$ cat config.mk
export PLATFORM = sky130hd
export DESIGN_NAME = mpe_queue
export DESIGN_NICKNAME = d
export VERILOG_FILES = /design/src/sv/mpe_pkg.sv /design/src/sv/mpe_queue.sv
export SDC_FILE = /design/constraint.sdc
export NUM_CORES = 1
export LEC_CHECK = 0
export BUFFER_PORTS_ARGS = -buffer_cell sky130_fd_sc_hd__buf_2
export CAP_MARGIN = 20
export CORE_ASPECT_RATIO = 0.5
export CORE_MARGIN = 10
export CORE_UTILIZATION = 57
export CTS_CLUSTER_DIAMETER = 100
export CTS_CLUSTER_SIZE = 16
export DETAILED_ROUTE_END_ITERATION = 12
export PLACE_DENSITY = 0.88
export SLEW_MARGIN = 20
export SYNTH_ARGS = -nofsm -noshare
export SYNTH_HDL_FRONTEND = slang
export SYNTH_SLANG_ARGS = --single-unit
$ cat constraint.sdc
create_clock -name clk -period 4.68 [get_ports clk]
set_input_delay 0.468 -clock clk [delete_from_list [all_inputs] [get_ports clk]]
set_output_delay 0.468 -clock clk [all_outputs]
set_load 0.02 [all_outputs]
$ cat src/sv/mpe_pkg.sv
package mpe_pkg;

  // value formats
  localparam int VALUE_W = 48;
  localparam int DT_W = 32;
  localparam int CMD_W = 3;
  localparam int PROD_W = 2 * VALUE_W;
  localparam int CFG_IDX_W = 1;

  // exponential step
  localparam int RED_W = 37;
  localparam int TERM_W = 33;
  localparam int SUM_W = 34;
  localparam int SHIFT_W = 6;
  localparam int IDX_W = 4;
  localparam int TAYLOR_TERMS = 14;
  localparam logic [RED_W-1:0] LN2_Q32 = 37'd2977044472;
  localparam logic [RED_W-1:0] X_LIMIT = RED_W'(64'd33 * 64'd2977044472);
  localparam logic [TERM_W-1:0] ONE_TERM = {1'b1, {DT_W{1'b0}}};
  localparam logic [SUM_W-1:0] ONE_SUM = {2'b01, {DT_W{1'b0}}};

  // serial arithmetic unit
  localparam int ARITH_CNT_W = 7;
  localparam int QUEUE_DEPTH = 4;
  localparam int QPTR_W = 2;

  localparam logic [DT_W-1:0] TIME_STEP_RESET = 32'd42949673;

  typedef enum logic [CMD_W-1:0] {
    CMD_ADD    = 3'd0,
    CMD_INC    = 3'd1,
    CMD_DEC    = 3'd2,
    CMD_TICK   = 3'd3,
    CMD_REINIT = 3'd4,
    CMD_SET    = 3'd5
  } cmd_t;

  typedef enum logic [CFG_IDX_W-1:0] {
    REG_TIME_STEP     = 1'b0,
    REG_INITIAL_COUNT = 1'b1
  } cfg_reg_t;

  typedef enum logic [1:0] {
    OP_ACC,
    OP_TICK,
    OP_REINIT,
    OP_SET
  } op_kind_t;

  typedef struct packed {
    op_kind_t kind;
    logic [VALUE_W-1:0] amt_a;
    logic [VALUE_W-1:0] amt_b;
  } q_entry_t;

  typedef struct packed {
    logic start;
    logic is_div;
    logic [PROD_W-1:0] opa;
    logic [VALUE_W-1:0] opb;
  } arith_req_t;

  typedef enum logic [3:0] {
    B_IDLE,
    B_MUL_BT,
    B_DIV_X,
    B_RED,
    B_T_MUL,
    B_T_DIV,
    B_MUL_P1,
    B_MUL_T,
    B_MUL_AT,
    B_DIV_P2,
    B_MUL_EU,
    B_EMIT
  } back_state_t;

  function automatic logic [VALUE_W-1:0] sat_add(input logic [VALUE_W-1:0] a,
                                                 input logic [VALUE_W-1:0] b);
    logic [VALUE_W:0] s;
    s = {1'b0, a} + {1'b0, b};
    return s[VALUE_W] ? {VALUE_W{1'b1}} : s[VALUE_W-1:0];
  endfunction

endpackage

$ cat src/sv/mpe_queue.sv
module mpe_queue import mpe_pkg::*; (
  input  logic clk,
  input  logic rst,
  input  logic push,
  input  q_entry_t entry_in,
  output logic full,
  input  logic pop,
  output q_entry_t entry_out,
  output logic empty
);

  q_entry_t slots [QUEUE_DEPTH];
  logic [QPTR_W-1:0] wptr;
  logic [QPTR_W-1:0] rptr;
  logic [QPTR_W:0] fill;

  assign full = (fill == (QPTR_W+1)'(QUEUE_DEPTH));
  assign empty = (fill == '0);
  assign entry_out = slots[rptr];

  // pointers and fill level
  always_ff @(posedge clk) begin
    if (rst) begin
      wptr <= '0;
      rptr <= '0;
      fill <= '0;
    end else begin
      if (push) wptr <= wptr + QPTR_W'(1);
      if (pop) rptr <= rptr + QPTR_W'(1);
      if (push && !pop) fill <= fill + (QPTR_W+1)'(1);
      else if (pop && !push) fill <= fill - (QPTR_W+1)'(1);
    end
  end

  // storage
  always_ff @(posedge clk) begin
    if (push) slots[wptr] <= entry_in;
  end

endmodule

==> impl_metrics.env, run 1 <==
export IMPL_clock_skew_ns=0.01200
export IMPL_synth_cell_types=22
export IMPL_vias_per_cell=5.745
export IMPL_power_per_cell_area_nw_per_um2=433.1
export IMPL_avgSynthCellArea_sq_um=26.18
export IMPL_cp_max_fo=23
export IMPL_dr_first_iter_drc_count=629
export IMPL_power_uw=7261
export IMPL_fin_crit_ns=3.054
export IMPL_synth_edf_count=392
export IMPL_wl_per_cell_microns=25.56
export IMPL_syn_inst=556
export IMPL_clk_latency_ns=0.54
export IMPL_end_kind="output port"
export IMPL_layout_drive_gt1_share_pct=44.09
export IMPL_ys_async_sr_fraction_pct=0
export IMPL_cp_start_kind="register"
export IMPL_portBuffers=201
export IMPL_dp_cells=1090
export IMPL_grt_pass1_vias=6958
export IMPL_cts_htree_levels=1
export IMPL_grt_usage_pct=17.60
export IMPL_grt_max_degree=55
export IMPL_final_seq_area_sq_um=11960
export IMPL_slew_violations=0
export IMPL_synth_top_area_share_pct=80.87
export IMPL_drt_pre_antenna_iters=5
export IMPL_syn_area_sq_um=14560
export IMPL_relSlewSlack_pct=48.01
export IMPL_grt_antenna_before_repair=9
export IMPL_path_cells="buf_4 > mux4_2 > buf_2"
export IMPL_grt_overflow=0
export IMPL_gp_congestion=0.7782
export IMPL_start_util_pct=57.79
export IMPL_synth_area_leaders="edfxtp_1, mux4_2, dfxtp_1, ha_1, buf_2"
export IMPL_outcome="complete, no violations"
export IMPL_drcViolationCount=0
export IMPL_grt_pass1_wl_mm=43.70
export IMPL_coreArea_sq_um=25190
export IMPL_tns_ns=0
export IMPL_syn_nets=664
export IMPL_multiInputGateArea_sq_um=2447
export IMPL_ys_seq_area_share_pct=82.11
export IMPL_cts_sinks=401
export IMPL_cts_tree="built"
export IMPL_ys_warn_count=0
export IMPL_ys_flop_type="edfxtp_1"
export IMPL_cts_buffers=29
export IMPL_worst_path_max_delay_cell="dfxtp_4"
export IMPL_fin_nets=885
export IMPL_hold_path_class="input pin to register"
export IMPL_die_w_microns=246.0
export IMPL_finalNonFillerCells=1140
export IMPL_required_ns=4.21
export IMPL_ys_ff_latch=401
export IMPL_maxCapViolations=0
export IMPL_rows=41
export IMPL_irDropWorstVdd_mv=0.3627
export IMPL_final_cell_mix="edfxtp_1, buf_2, mux4_2"
export IMPL_postCtsSetupBuffers=0
export IMPL_hpwlAfterDp_mm=18.65
export IMPL_fillCellCount=1553
export IMPL_die_area_sq_um=32720
export IMPL_cts_resized=0
export IMPL_vias=6549
export IMPL_drt_wl_total_mm=29.14
export IMPL_slowest_delay_ns=0.69
export IMPL_worstSetupPathType="register to output port"
export IMPL_ioPinCount=202
export IMPL_finalHoldViolCount=0
export IMPL_cts_hold_buf=0
export IMPL_max_slew_worst_pin_slew_ns=0.7799
export IMPL_yosysTopAreaCell="edfxtp_1"
export IMPL_clock_path_buffers=3
export IMPL_final_common_cell="edfxtp_1"
export IMPL_p_leak_uw=0.005578
export IMPL_fmax_mhz=327.4
export IMPL_cts_root_buf="clkbuf_16"
export IMPL_clk_pin_slew_ns=0.07
export IMPL_area_growth_pct=15.19
export IMPL_setup_viol=0
export IMPL_die_h_microns=133.0
export IMPL_setup_ws_ns=1.626
export IMPL_arrival_ns=2.59
export IMPL_place_ws_ns=2.177
export IMPL_grt_setup_unrepaired="no"
export IMPL_fin_crit_sh_pct=65.26
export IMPL_ant_nets=0
==> worst paths after layout <==
path                              startpoint  depth (start not counted)            end  slack (ns)
worst max-delay path                register                          3  entry_out[85]        1.63
worst min-delay path            entry_in[62]                          1   slots[0][62]        0.13
worst max register to register       wptr[0]                          3   slots[3][88]        2.54
worst min register to register       rptr[0]                          2        rptr[0]        0.54
==> cell usage after synthesis, drive strengths merged (2+ instances only) <==
cell and n:
edfxtp 392, mux4 98, buf 15, dfxtp 9
clkbuf 8, nor2 7, ha 5, and2 4
inv 4, xor2 3, mux2i 2, xnor2 2
==> worst max-delay path: cells and delay by family (launching register included) <==
kind,cells,cell delay [ns]
DFF,1,0.69
buffers and inverters,2,0.69
muxes,1,0.60
==> cells by family after synthesis <==
group | share of synthesized area [%]
mux | 15.30
compound gates | 0.06870
buf+inv | 1.143
xor+xnor | 0.3009
flops | 82.11
fa+ha+maj | 0.5674
simple gates | 0.5072
==> stage by stage <==
| step | utilization [%] | hold WS (ns) | area (sq um) |
|---|---|---|---|
| floorplan | - | 0.4663 | 14560 |
| CTS | 66.47 | 0.1049 | 16740 |
| detailed placement | 63.37 | 0.5235 | 15960 |
| global placement | 63.37 | 0.4763 | 15960 |
| finish | 66.56 | 0.1279 | 16770 |
| global route | 66.56 | 0.1077 | 16770 |
==> registers in the layout, summed over array words and instances, names as in the netlist, named ones only <==
| register | count |
|---|---|
| rptr | 2 |
| wptr | 2 |
| slots | 392 |
| fill | 3 |
==> per-layer routing <==
metal / track usage (%) / part of all wire (%) / up-vias
met5: 0 / 0 / -
met3: 3.154 / 4.1 / 61
met2: 30.54 / 55 / 176
met4: 6.751 / 3.2 / 0
li1: - / - / 2820
met1: 21.76 / 38 / 3492
==> layout make-up <==
| class | count | share of cell area (%) |
|---|---|---|
| diodes | 9 | 0.1343 |
| clock buffers | 40 | 4.575 |
| clock inverters | 1 | 0.09701 |
| inverters | 4 | 0.08955 |
| multi-input cells | 128 | 14.60 |
| flip-flops and latches | 401 | 71.33 |
| well taps | 344 | 2.567 |
| repair buffers | 213 | 6.612 |
==> power by group <==
| part | internal, uW | total (uW) | switching, uW |
|---|---|---|---|
| sequential | 4120 | 4190 | 71.4 |
| clock | 1130 | 2230 | 1100 |
| combinational | 336 | 836 | 500 |
(Power assumes the default switching activity.)
==> run 2: changes to the inputs <==
- clock period: 4.68 -> 2.9 ns (I/O delays scaled with it)
==> run 2 against run 1 <==
Effect of this change: worst setup slack worse by 1.3 ns; utilization increased by 4.4 points; clock power rose by 65%; count of clock-buffer cells in the layout unchanged; power grew 65%; hold slack worse by 0.062 ns; wire length grew 15%; non-clock buffer count grew 104; global-route usage rose by 2.8 points; register-to-register slack lost 1.5 ns; critical path depth is the same; combinational power up 84%; largest cell class unchanged; largest power group unchanged.
==> impl_metrics.env, run 2 (synthesized netlist as in run 1, its figures left out) <==
export IMPL_die_h_microns=133.0
export IMPL_cp_depth=3
export IMPL_worst_path_max_delay_cell="dfxtp_4"
export IMPL_regMostFlops="slots"
export IMPL_area_growth_pct=22.74
export IMPL_whs_ns=0.06568
export IMPL_worst_path_buf_inv=2
export IMPL_power_per_cell_area_nw_per_um2=670.9
export IMPL_final_util_pct=70.93
export IMPL_cp_top_family="flip-flops"
export IMPL_reg_largest_list="slots x392, fill x3"
export IMPL_required_ns=2.61
export IMPL_cts_resized=0
export IMPL_cts_buffers=29
export IMPL_largest_register_ffs=392
export IMPL_hpwlAfterDp_mm=19.51
export IMPL_cts_root_buf="clkbuf_16"
export IMPL_grt_usage_pct=20.43
export IMPL_reg2reg_slack_ns=1.04
export IMPL_ioPinCount=202
export IMPL_cp_start_kind="register"
export IMPL_clk_latency_ns=0.55
export IMPL_grt_antenna_before_repair=3
export IMPL_slowest_delay_ns=0.72
export IMPL_clock_skew_ns=0.01305
export IMPL_layout_drive_gt1_share_pct=39.51
export IMPL_start_util_pct=57.79
export IMPL_dr_first_iter_drc_count=758
export IMPL_die_w_microns=246.0
export IMPL_grt_max_degree=48
export IMPL_ant_nets=0
export IMPL_cp_endpoint="entry_out[93]"
export IMPL_finalHoldViolCount=0
export IMPL_p_leak_uw=0.006041
export IMPL_cts_htree_levels=1
export IMPL_slew_violations=0
export IMPL_fin_crit_sh_pct=90.40
export IMPL_end_kind="output port"
export IMPL_worstReg2RegStart="wptr[0]"
export IMPL_fmax_mhz=381.5
export IMPL_relSlewSlack_pct=60.63
export IMPL_grt_pass1_vias=7763
export IMPL_path_cells="buf_4 > mux4_2 > buf_2"
export IMPL_r2r_end="slots[0][66]"
export IMPL_cts_tree="built"
export IMPL_max_slew_worst_pin_slew_ns=0.5905
export IMPL_drcViolationCount=0
export IMPL_clock_path_buffers=3
export IMPL_setup_viol=0
export IMPL_irDropWorstVdd_mv=0.4327
export IMPL_outcome="complete, no violations"
export IMPL_clk_pin_slew_ns=0.07
export IMPL_tns_ns=0
export IMPL_fin_crit_ns=2.622
export IMPL_grt_overflow=0
export IMPL_maxCapViolations=0
export IMPL_arrival_ns=2.33
export IMPL_cp_max_fo=36
export IMPL_gp_congestion=0.7469
export IMPL_final_common_cell="edfxtp_1"
export IMPL_worstSetupPathType="register to output port"
export IMPL_vias=7174
export IMPL_grt_pass1_wl_mm=50.02
export IMPL_die_area_sq_um=32720
export IMPL_fin_nets=989
export IMPL_hold_path_class="input pin to register"
export IMPL_rows=41
export IMPL_final_cell_mix="edfxtp_1, buf_2, dlygate4sd3_1"
export IMPL_grt_setup_unrepaired="no"
export IMPL_drt_pre_antenna_iters=6
export IMPL_portBuffers=201
export IMPL_cts_sinks=401
export IMPL_drt_wl_total_mm=33.41
export IMPL_wl_per_cell_microns=27.01
export IMPL_vias_per_cell=5.800
export IMPL_r2r_cells=4
export IMPL_coreArea_sq_um=25190
export IMPL_holdCritStartpoint="pop"
-- run 2: metrics by stage --
step / setup slack [ns] / cells / instance area [sq um] / power [uW]
floorplan: 0.7066 / 556 / 14560 / 7737
global placement: 0.8759 / 1095 / 16090 / 8240
detailed placement: 0.8445 / 1095 / 16090 / 8302
CTS: 0.2379 / 1235 / 17860 / 12010
global route: 0.1782 / 1237 / 17860 / 12350
finish: 0.2784 / 1237 / 17860 / 11990
-- run 2: metal layers --
| layer | track usage, % | share of wire (%) | wire length (microns) |
|---|---|---|---|
| met1 | 24.12 | 35 | 11770 |
| met2 | 37.00 | 55 | 18510 |
| met3 | 2.933 | 5.1 | 1708 |
| met4 | 8.456 | 4.2 | 1416 |
| met5 | 0 | 0 | 0 |
-- run 2: layout make-up --
type / instances / area [sq um]
inverters: 4 / 15.01
diodes: 2 / 5.005
fillers: 1420 / 7323
multi-input cells: 128 / 2447
clock inverters: 1 / 16.27
flip-flops and latches: 401 / 11960
well taps: 344 / 430.4
repair buffers: 317 / 2225
clock buffers: 40 / 767.0
-- run 2: worst min path at each step --
stage,to,slack (ns),depth (start not counted)
2_1_floorplan,slots[0][0],0.39,0
3_3_place_gp,fill[2],0.48,2
3_5_place_dp,slots[1][44],0.51,1
4_1_cts,rptr[0],0.05,3
5_1_grt,rptr[0],0.09,3
6_report,rptr[0],0.07,3
-- run 2: timing repair --
item	4_1_cts	5_1_grt
setup buffers	0	0
setup endpoints to repair	0	0
hold buffers	99	0
endpoints found under the hold margin	399	0
-- run 2: worst register-to-register path, cell delays in order (launching register included) --
cell     delay, ns
dfxtp_1       0.35
inv_1         0.10
ha_1          0.15
and2_4        0.43
buf_4         0.46
-- run 2: where the power goes --
part,total [uW],switching (uW),internal (uW)
combinational,1540,882,656
sequential,6770,120,6650
clock,3680,1840,1830
